==> src/hw/rtl/lpbd_pkg.sv <==
// Package for the LRU page buffer directory: sizes, action and status codes,
// and the packed transaction types. No dependencies.
package lpbd_pkg;

  localparam int Frames    = 16;
  localparam int PageBits  = 32;
  localparam int Tables    = 10;
  localparam int FrameBits = $clog2(Frames);
  localparam int QueueDepth = 2;

  localparam logic [1:0] ACT_LOOKUP    = 2'd0;
  localparam logic [1:0] ACT_MARK      = 2'd1;
  localparam logic [1:0] ACT_FLUSH_TBL = 2'd2;
  localparam logic [1:0] ACT_FLUSH_ALL = 2'd3;

  localparam logic [2:0] ST_HIT    = 3'd0;
  localparam logic [2:0] ST_MISS   = 3'd1;
  localparam logic [2:0] ST_MARKED = 3'd2;
  localparam logic [2:0] ST_ABSENT = 3'd3;
  localparam logic [2:0] ST_FLUSH  = 3'd4;

  typedef struct packed {
    logic [1:0]          action;
    logic [3:0]          tbl_num;
    logic [PageBits-1:0] page_idx;
  } in_item_t;

  typedef struct packed {
    logic [2:0]          status;
    logic [3:0]          frame;
    logic                writeback_valid;
    logic [3:0]          writeback_table;
    logic [PageBits-1:0] writeback_page;
    logic                last;
  } out_item_t;

  // Classified command handed from the front to the back.
  typedef struct packed {
    logic [1:0]          action;
    logic                tvalid;
    logic [3:0]          tbl_num;
    logic [PageBits-1:0] page_idx;
  } cmd_t;

endpackage

==> src/hw/rtl/lpbd_front.sv <==
// Front end of the LRU page buffer directory: accepts commands, checks the
// table number and queues them for the back end. Uses lpbd_pkg.
module lpbd_front
  import lpbd_pkg::*;
(
  input  logic     clk,
  input  logic     rst_n,
  input  logic     start,
  input  in_item_t in_item,
  output logic     busy,
  output logic     q_valid,
  output cmd_t     q_cmd,
  input  logic     q_pop
);

  localparam int CntBits = $clog2(QueueDepth + 1);
  localparam int PtrBits = $clog2(QueueDepth);

  cmd_t                q_mem [QueueDepth];
  logic [PtrBits-1:0]  wr_ptr_r, wr_ptr_nxt, rd_ptr_r, rd_ptr_nxt;
  logic [CntBits-1:0]  cnt_r, cnt_nxt;
  logic                push;
  cmd_t                cmd_in;

  assign busy    = (cnt_r == CntBits'(QueueDepth));
  assign push    = start && !busy;
  assign q_valid = (cnt_r != '0);
  assign q_cmd   = q_mem[rd_ptr_r];

  always_comb begin
    cmd_in.action   = in_item.action;
    cmd_in.tbl_num  = in_item.tbl_num;
    cmd_in.page_idx = in_item.page_idx;
    cmd_in.tvalid   = (in_item.tbl_num != 4'd0) && (in_item.tbl_num <= 4'(Tables));
  end

  always_comb begin
    wr_ptr_nxt = wr_ptr_r;
    rd_ptr_nxt = rd_ptr_r;
    cnt_nxt    = cnt_r;
    if (push) begin
      wr_ptr_nxt = (wr_ptr_r == PtrBits'(QueueDepth - 1)) ? '0 : wr_ptr_r + 1'b1;
    end
    if (q_pop) begin
      rd_ptr_nxt = (rd_ptr_r == PtrBits'(QueueDepth - 1)) ? '0 : rd_ptr_r + 1'b1;
    end
    if (push && !q_pop) begin
      cnt_nxt = cnt_r + 1'b1;
    end else if (!push && q_pop) begin
      cnt_nxt = cnt_r - 1'b1;
    end
  end

  always_ff @(posedge clk) begin
    if (!rst_n) begin
      wr_ptr_r <= '0;
      rd_ptr_r <= '0;
      cnt_r    <= '0;
    end else begin
      wr_ptr_r <= wr_ptr_nxt;
      rd_ptr_r <= rd_ptr_nxt;
      cnt_r    <= cnt_nxt;
    end
  end

  always_ff @(posedge clk) begin
    if (push) begin
      q_mem[wr_ptr_r] <= cmd_in;
    end
  end

endmodule

==> src/hw/rtl/lpbd_back.sv <==
// Back end of the LRU page buffer directory: frame tags, dirty bits, LRU
// ranks, the parallel tag compare and the flush scan. Uses lpbd_pkg.
module lpbd_back
  import lpbd_pkg::*;
(
  input  logic      clk,
  input  logic      rst_n,
  input  logic      q_valid,
  input  cmd_t      q_cmd,
  output logic      q_pop,
  output logic      out_valid,
  output out_item_t out_item
);

  localparam logic [1:0] S_IDLE = 2'd0;
  localparam logic [1:0] S_EXEC = 2'd1;
  localparam logic [1:0] S_SCAN = 2'd2;

  logic [1:0]           state_r, state_nxt;
  cmd_t                 cmd_r;
  logic [3:0]           tag_r   [Frames];
  logic [PageBits-1:0]  page_r  [Frames];
  logic                 dirty_r [Frames];
  logic [FrameBits-1:0] rank_r  [Frames];
  logic [Frames-1:0]    scan_r;
  logic                 hit_r;
  logic [FrameBits-1:0] hit_idx_r, lru_idx_r;

  logic [Frames-1:0]    match_c;
  logic [FrameBits-1:0] hit_idx_c, lru_idx_c, tgt, sel;
  logic [Frames-1:0]    scan_c, scan_left;
  logic                 scan_any;
  logic                 out_valid_r, out_valid_nxt;
  out_item_t            out_r, out_nxt;

  assign out_valid = out_valid_r;
  assign out_item  = out_r;
  assign q_pop     = (state_r == S_IDLE) && q_valid;

  // Tag compare and LRU search over the queued command.
  always_comb begin
    hit_idx_c = '0;
    lru_idx_c = '0;
    for (int i = 0; i < Frames; i++) begin
      match_c[i] = (tag_r[i] != 4'd0) && (tag_r[i] == q_cmd.tbl_num)
                   && (page_r[i] == q_cmd.page_idx);
      if (q_cmd.action == ACT_FLUSH_TBL) begin
        scan_c[i] = q_cmd.tvalid && (tag_r[i] == q_cmd.tbl_num);
      end else begin
        scan_c[i] = (tag_r[i] != 4'd0);
      end
    end
    for (int i = Frames - 1; i >= 0; i--) begin
      if (match_c[i]) begin
        hit_idx_c = FrameBits'(i);
      end
      if (rank_r[i] == FrameBits'(Frames - 1)) begin
        lru_idx_c = FrameBits'(i);
      end
    end
  end

  // Lowest pending frame of the flush scan.
  always_comb begin
    sel = '0;
    for (int i = Frames - 1; i >= 0; i--) begin
      if (scan_r[i]) begin
        sel = FrameBits'(i);
      end
    end
    scan_left = scan_r;
    scan_left[sel] = 1'b0;
    scan_any = |scan_r;
  end

  assign tgt = hit_r ? hit_idx_r : lru_idx_r;
  assign out_valid_nxt = (state_r == S_EXEC) || ((state_r == S_SCAN) && scan_any);

  always_comb begin
    state_nxt = state_r;
    case (state_r)
      S_IDLE: begin
        if (q_valid) begin
          state_nxt = (q_cmd.action == ACT_LOOKUP || q_cmd.action == ACT_MARK)
                      ? S_EXEC : S_SCAN;
        end
      end
      S_EXEC: state_nxt = S_IDLE;
      S_SCAN: begin
        if (scan_left == '0) begin
          state_nxt = S_IDLE;
        end
      end
      default: state_nxt = S_IDLE;
    endcase
  end

  always_ff @(posedge clk) begin
    if (!rst_n) begin
      state_r     <= S_IDLE;
      out_valid_r <= 1'b0;
      for (int i = 0; i < Frames; i++) begin
        tag_r[i]   <= 4'd0;
        page_r[i]  <= '1;
        dirty_r[i] <= 1'b0;
        rank_r[i]  <= FrameBits'(i);
      end
    end else begin
      state_r     <= state_nxt;
      out_valid_r <= out_valid_nxt;
      case (state_r)
        S_EXEC: begin
          if (cmd_r.action == ACT_MARK && cmd_r.tvalid && hit_r) begin
            dirty_r[hit_idx_r] <= 1'b1;
          end else if (cmd_r.action == ACT_LOOKUP && cmd_r.tvalid) begin
            for (int i = 0; i < Frames; i++) begin
              if (rank_r[i] < rank_r[tgt]) begin
                rank_r[i] <= rank_r[i] + 1'b1;
              end
            end
            rank_r[tgt] <= '0;
            if (!hit_r) begin
              tag_r[tgt]   <= cmd_r.tbl_num;
              page_r[tgt]  <= cmd_r.page_idx;
              dirty_r[tgt] <= 1'b0;
            end
          end
        end
        S_SCAN: begin
          if (scan_any && cmd_r.action == ACT_FLUSH_TBL) begin
            tag_r[sel]   <= 4'd0;
            page_r[sel]  <= '1;
            dirty_r[sel] <= 1'b0;
          end
        end
        default: ;
      endcase
    end
  end

  always_ff @(posedge clk) begin
    if (q_pop) begin
      cmd_r     <= q_cmd;
      hit_r     <= |match_c;
      hit_idx_r <= hit_idx_c;
      lru_idx_r <= lru_idx_c;
      scan_r    <= scan_c;
    end else if (state_r == S_SCAN) begin
      scan_r <= scan_left;
    end
  end

  // Result payload.
  always_comb begin
    out_nxt = '0;
    out_nxt.last = 1'b1;
    if (state_r == S_EXEC) begin
      if (!cmd_r.tvalid || (cmd_r.action == ACT_MARK && !hit_r)) begin
        out_nxt.status = ST_ABSENT;
      end else if (cmd_r.action == ACT_MARK) begin
        out_nxt.status = ST_MARKED;
        out_nxt.frame  = 4'(hit_idx_r);
      end else if (hit_r) begin
        out_nxt.status = ST_HIT;
        out_nxt.frame  = 4'(hit_idx_r);
      end else begin
        out_nxt.status = ST_MISS;
        out_nxt.frame  = 4'(lru_idx_r);
        if (dirty_r[lru_idx_r] && tag_r[lru_idx_r] != 4'd0) begin
          out_nxt.writeback_valid = 1'b1;
          out_nxt.writeback_table = tag_r[lru_idx_r];
          out_nxt.writeback_page  = page_r[lru_idx_r];
        end
      end
    end else begin
      out_nxt.status          = ST_FLUSH;
      out_nxt.frame           = 4'(sel);
      out_nxt.writeback_valid = 1'b1;
      out_nxt.writeback_table = tag_r[sel];
      out_nxt.writeback_page  = page_r[sel];
      out_nxt.last            = (scan_left == '0);
    end
  end

  always_ff @(posedge clk) begin
    out_r <= out_nxt;
  end

endmodule

==> src/hw/rtl/lru_page_buffer_directory.sv <==
// Top level of the LRU page buffer directory: a command front end and a
// directory back end joined by a two-entry queue. Uses lpbd_pkg.
//
// Usage: present a command on in_item and raise start; it is taken at a
// clock edge where busy is low. Commands are lookup, mark dirty, flush one
// table and flush all. Each result appears on out_item for one cycle with
// out_valid high; out_item.last marks the final result of a command.
// Lookups and dirty marks give one result: the back end picks the command
// from the queue and registers the compare of all frame tags, then updates
// the tags, dirty bits and LRU ranks and registers the result. It takes no
// new command until it is done with the last. Flushes give one result per
// reported frame and no result when nothing matches. The queue lets new
// commands be taken while the back end works; busy rises only when it is
// full. Reset empties every frame, clears dirty bits and sets the LRU order
// to frame 0 most recent. The receiver cannot stall.
module lru_page_buffer_directory
  import lpbd_pkg::*;
(
  input  logic      clk,
  input  logic      rst_n,
  input  logic      start,
  input  in_item_t  in_item,
  output logic      busy,
  output logic      out_valid,
  output out_item_t out_item
);

  logic q_valid, q_pop;
  cmd_t q_cmd;

  lpbd_front u_front (
    .clk     (clk),
    .rst_n   (rst_n),
    .start   (start),
    .in_item (in_item),
    .busy    (busy),
    .q_valid (q_valid),
    .q_cmd   (q_cmd),
    .q_pop   (q_pop)
  );

  lpbd_back u_back (
    .clk       (clk),
    .rst_n     (rst_n),
    .q_valid   (q_valid),
    .q_cmd     (q_cmd),
    .q_pop     (q_pop),
    .out_valid (out_valid),
    .out_item  (out_item)
  );

endmodule

==> config.mk <==
export PLATFORM = sky130hd
export DESIGN_NAME = lru_page_buffer_directory
export DESIGN_NICKNAME = d
export VERILOG_FILES = /design/src/hw/rtl/lpbd_pkg.sv /design/src/hw/rtl/lpbd_front.sv /design/src/hw/rtl/lpbd_back.sv /design/src/hw/rtl/lru_page_buffer_directory.sv
export SDC_FILE = /design/constraint.sdc
export NUM_CORES = 2
export LEC_CHECK = 0
export BUFFER_PORTS_ARGS = -buffer_cell sky130_fd_sc_hd__buf_2
export CAP_MARGIN = 20
export CORE_MARGIN = 1
export CORE_UTILIZATION = 50
export CTS_CLUSTER_DIAMETER = 80
export CTS_CLUSTER_SIZE = 12
export DETAILED_ROUTE_END_ITERATION = 10
export PLACE_DENSITY = 0.68
export SLEW_MARGIN = 25
export SYNTH_ARGS = -nofsm -noshare
export SYNTH_HDL_FRONTEND = slang
export SYNTH_SLANG_ARGS = --single-unit
export TNS_END_PERCENT = 10
==> constraint.sdc <==
create_clock -name clk -period 6.8 [get_ports clk]
set_input_delay 0.34 -clock clk [delete_from_list [all_inputs] [get_ports clk]]
set_output_delay 0.34 -clock clk [all_outputs]
set_load 0.005 [all_outputs]
# Yosys cells after proc, flatten, opt, wreduce, memory -nomap -nowiden
# Memory sizes are Yosys's and may differ from the RTL's. A register that Yosys moved wholly into a read port is not among the register bits.
# Index checks and enable logic that the tools add are counted.
# Widths: inputs -> output; s select.
word_totals:
  memories: 5
  regBits: 116
  ramBits: 734
mem_list:
  columns: ["memory", "depth", "width", "read_ports", "rd_ports_with_merged_regs", "write_ports", "line_no", "source"]
  rows:
  - ["u_back.page_r", 16, 32, 18, 0, 16, "lpbd_back.sv:22", "logic [PageBits-1:0] page_r [Frames];"]
  - ["u_front.q_mem", 2, 39, 1, 1, 1, "lpbd_front.sv:19", "cmd_t q_mem [QueueDepth];"]
  - ["u_back.rank_r", 16, 4, 17, 0, 17, "lpbd_back.sv:24", "logic [FrameBits-1:0] rank_r [Frames];"]
  - ["u_back.tag_r", 16, 4, 18, 0, 16, "lpbd_back.sv:21", "logic [3:0] tag_r [Frames];"]
  - ["u_back.dirty_r", 16, 1, 1, 0, 16, "lpbd_back.sv:23", "logic dirty_r [Frames];"]
classes:
  eq_ne: 57
  addsub: 20
  muxes: 240
  n_lt_le_gt_ge: 19
  n_bitwise: 18
  reduce_logical: 110
ops:
  columns: ["operator", "count"]
  rows:
  - ["$eq 32x32->1", 16]
  - ["$mux 4", 58]
  - ["$mux 1", 151]
  - ["$mux 37", 3]
  - ["$mux 41", 2]
  - ["$reduce_bool 4->1", 18]
  - ["$add 4x1->4 const B", 16]
  - ["$eq 4x4->1", 16]
  - ["$eq 4x4->1 const B", 16]
  - ["$lt 4x4->1", 16]
  - ["$mux 32", 2]
  - ["$reduce_or 32->1", 2]
  - ["$logic_and 1x1->1", 61]
  - ["$mux 16", 2]
  - ["$reduce_or 16->1", 2]
  - ["$mux 3", 9]
  - ["$mux 2", 9]
  - ["$and 16x16->16", 1]
  - ["$logic_not 16->1", 1]
  - ["$not 16->16", 1]
  - ["$or 1x1->1", 16]
  - ["$reduce_or 4->1", 4]
  - ["$reduce_or 8->1", 2]
  - ["$eq 2x2->1 const B", 4]
  - ["other kinds (20)", 36]

# Logic depth before layout (Yosys ltp)
depth:
  word_depth: 25
  ltp_mapped: 15

# Cells and area by module
# From an unflattened synthesis, not the netlist that was laid out.
hier_totals:
  cells_unflattened: 4451
  area_unflattened_um2: 49223.5
modules_own_cells:
  columns: ["mod", "area_each_um2", "cells_each", "seq_area_each_um2", "n_inst"]
  rows:
  - ["lpbd_back", 46159.3, 4302, 21780.9, 1]
  - ["lpbd_front", 3064.2, 149, 2442.3, 1]

# Worst setup path before layout
# OpenSTA, ideal clock, no wires.
synth_path:
  kind: "register -> register"
  from: "register u_back.hit_r"
  to: "memory u_back.rank_r[4][2] (netlist name)"
  setup_ps: 133
  period_less_slack_ps: 4572
  arrival_time_ps: 4440
  path_stages_with_launch: 15
  setup_slack_ps: 2228
  path_cell_list: "edfxtp_1 buf_2 mux2i_1 clkbuf_1 clkbuf_1 clkbuf_1 a311oi_1 o31ai_1 ha_1 a21o_1 a211oi_1 o21ai_1 nor2_1 xnor2_1 a21oi_1"
synth_lines:
  columns: ["item", "line_no", "source"]
  rows:
  - ["start: declaration", "lpbd_back.sv:26", "logic hit_r;"]
  - ["start signal: assignment", "lpbd_back.sv:144", "hit_r <= |match_c;"]
  - ["end: declaration", "lpbd_back.sv:24", null]

==> reports/qor.yml <==
setup_viol: 0
wl_mm: 222
clk_pin_slew_ns: 0.07
via_per_inst: 6.98
worstPathRequired_ns: 7.36
dp_hpwl_mm: 157
hp-start: "start"
start_util_pct: 50.5
area_growth_pct: 10.1
gp_congestion: 1.20
core_area_mm2: 0.0984
critPathMaxFanout: 28
finalCritPeriodShare_pct: 75.9
seq_area_frac_synth_pct: 48.7
n_fill_cell: 8388
peakVddDrop_uv: 440
min_path_cells: 4
hold_viol_final: 0
grt_start_max_net_pins: 146
synth_edf_count: 718
fin_tns_setup_ns: 0
switching_share_pct: 46.8
layout_common_cells: "1213 x nand2_1, 718 x edfxtp_1, 376 x xnor2_1"
cts_buffers: 82
yosysWarnings: 0
wl_per_cell_um: 36.3
synthDistinctLibCells: 73
cts_sinks: 851
max-cap-violations: 0
powerDensity_mw_per_mm2: 403
fp.dieH_um: 317
hold_class: "input port to register"
ctsHtreeMaxLevel: 3
finalCriticalPeriod_ns: 5.16
final_cells: 6110
fmax_mhz: 194
worstMarginPinSlew_ns: 1.20
drc: 0
ios: 88
clkLatencyLatePin_ns: 0.70
dieArea_mm2: 0.101
cts_tree: "built"
power_frac_comb_pct: 49.8
synth_nets: 4846
firstDrtPassIters: 7
rows: 115
die_w_um: 317
p_sw_mw: 10.3
first_global_vias: 39000
min_to: "u_front.wr_ptr_r"
grt_overflow: 0
cp-start-kind: "register"
internal_power_mw: 11.7
syn_avg_cell_area_um2: 10.5
place_inst: 5923
cts_max_path_buffers: 3
first_iter_violations: 8429
grt_usage_pct: 43.7
mappedNetlistArea_mm2: 0.0497
nets: 4864
sequentialPowerShare_pct: 29.9
arrival_ns: 5.72
criticalPathCategory: "register to register"
timing.slew.headroom_pct: 19.1
ys_seq_elements: 851
postCtsSetupBuffers: 0
synthArstFlopShare_pct: 0
antenna_found_initial: 19
synth_ff_type: "edfxtp_1"
p_leak_nw: 17.7
grt_pass1_wl_mm: 305
cp-end-kind: "register"
slew_viol_final: 0
final_common_cell: "nand2_1"
syn_inst: 4740
io_buffers: 87
skew_ns: 0.0405
ant_nets: 0
root_buffer: "clkbuf_16"
vias: 42700
reg2reg_depth: 10
worstReg2RegEnd: "u_back.hit_idx_r[1]"
ff2ff_setup_slack_ns: 1.64
layout-drive-gt1-share_pct: 13.1
rsz0062_at_grt: "no"
status: "complete, no violations"
power.share.clock_pct: 20.3
[power groups by stage]
stage	registers (mW)	clock network, mW	logic (mW)
2_1_floorplan	6.54	0	6.45
3_3_place_gp	6.67	0	10.3
3_5_place_dp	6.69	0	10.4
4_1_cts	6.58	4.49	10.5
5_1_grt	6.63	4.66	11.3
6_report	6.59	4.49	11.0
[sequential cells by signal, indices dropped and copies added, names as in the netlist, named ones only]
register,flops
u_back.cmd_r,39
u_back.dirty_r,16
u_back.hit_idx_r,4
u_back.hit_r,1
u_back.lru_idx_r,4
u_back.out_item,45
u_back.out_valid,1
u_back.page_r,512
u_back.rank_r,64
u_back.scan_r,16
u_back.state_r,2
u_back.tag_r,64
u_front.cnt_r,2
u_front.q_mem,78
u_front.rd_ptr_r,1
u_front.wr_ptr_r,1
[final cells by class]
| cell class | instances | area, µm² | area share, % |
|---|---|---|---|
| clock inverter | 6 | 95.1 | 0.174 |
| tap | 1287 | 1610 | 2.94 |
| sequential | 851 | 24200 | 44.3 |
| clock buffer | 136 | 2340 | 4.28 |
| antenna | 7 | 17.5 | 0.0320 |
| inverter | 91 | 342 | 0.624 |
| multi-input combinational | 3474 | 24200 | 44.2 |
| timing repair buffer | 258 | 1890 | 3.45 |
[how the worst max path moves through the flow]
stage                       startpoint             endpoint  slack [ns]  cells after the start
final                         register  u_back.hit_idx_r[1]        1.64                     10
after global routing          register  u_back.hit_idx_r[1]        1.66                     11
after CTS                     register  u_back.hit_idx_r[1]        1.92                     11
after detailed placement      register  u_back.hit_idx_r[1]        1.94                     11
after global placement        register  u_back.hit_idx_r[1]        1.85                     11
after floorplan           u_back.hit_r  u_back.rank_r[4][2]        2.23                     14
[layer usage]
layer / wire (µm) / up-vias / track usage, %
met3: 35000 / 923 / 15.6
met5: 197 / - / 0
met1: 76000 / 20600 / 55.7
met4: 18600 / 26 / 28.7
li1: - / 17000 / -
met2: 92100 / 4063 / 62.6
[synth_stat cells (all sizes together) (5+ instances only)]
cell	instances	area [µm²]
nand2	1229	4610
edfxtp	718	21600
xnor2	377	3300
nand3	293	1470
clkbuf	242	908
nor2	239	897
xor2	239	2090
mux4	188	4230
dfxtp	133	2660
nor4	113	719
inv	89	334
mux2i	85	1300
a31oi	82	513
buf	82	449
nand4	80	500
a21oi	70	350
ha	65	813
o21ai	56	280
o22ai	36	225
a311oi	29	254
nor3	26	140
a211oi	24	180
a32o	24	240
and3	24	150
a21o	20	150
or4	18	135
and2	17	106
a22oi	13	97.6
o211ai	12	90.1
o31ai	12	95.1
nand2b	11	68.8
a32oi	9	78.8
nor2b	9	56.3
or3	8	50.1
o31a	7	61.3
mux2	6	67.6
o21a	6	45.0
a221oi	5	43.8
o2111ai	5	43.8
[repair_timing]
action | 4_1_cts | 5_1_grt
hold buffers | 38 | 0
endpoints found under the hold margin | 76 | 0
gates resized for setup | 0 | 0
[metrics by stage]
stage / cell area, µm² / power (mW) / util (%) / hold WS, ns / setup slack, ns
6_report: 54700 / 22.1 / 55.6 / 0.187 / 1.64
5_1_grt: 54700 / 22.6 / 55.6 / 0.205 / 1.66
3_3_place_gp: 51800 / 17.0 / 52.6 / 0.444 / 1.85
3_5_place_dp: 51900 / 17.1 / 52.7 / 0.453 / 1.94
4_1_cts: 54700 / 21.5 / 55.6 / 0.161 / 1.92
2_1_floorplan: 49700 / 13.0 / - / 0.435 / 2.23
[cell families (layout without fill, tap and decap cells)]
kind of cell               count (synthesis)  count (layout)  synth area share, %
and+or+nand+nor                         2079            2079                 18.1
DFF                                      851             851                 48.7
xor gates and xnor gates                 616             616                 10.9
AOI/OAI and AO/OA                        435             435                 5.99
buffers and inverters                    415             491                 3.42
muxes                                    279             279                 11.3
adders and majority gates                 65              65                 1.64
other                                      0               7                    0
[worst max-delay path: stages, from the launching register on]
cell and delay, ns:
dfxtp_4 0.98, buf_12 0.30, mux2i_4 0.32, buf_4 0.38, xnor2_1 0.13, nor4_2 1.01, nand4_1 0.43, nor4_1 0.73
nor2_1 0.13, a211oi_1 0.36, o31a_1 0.16
Power figures use the tool's default switching activity.
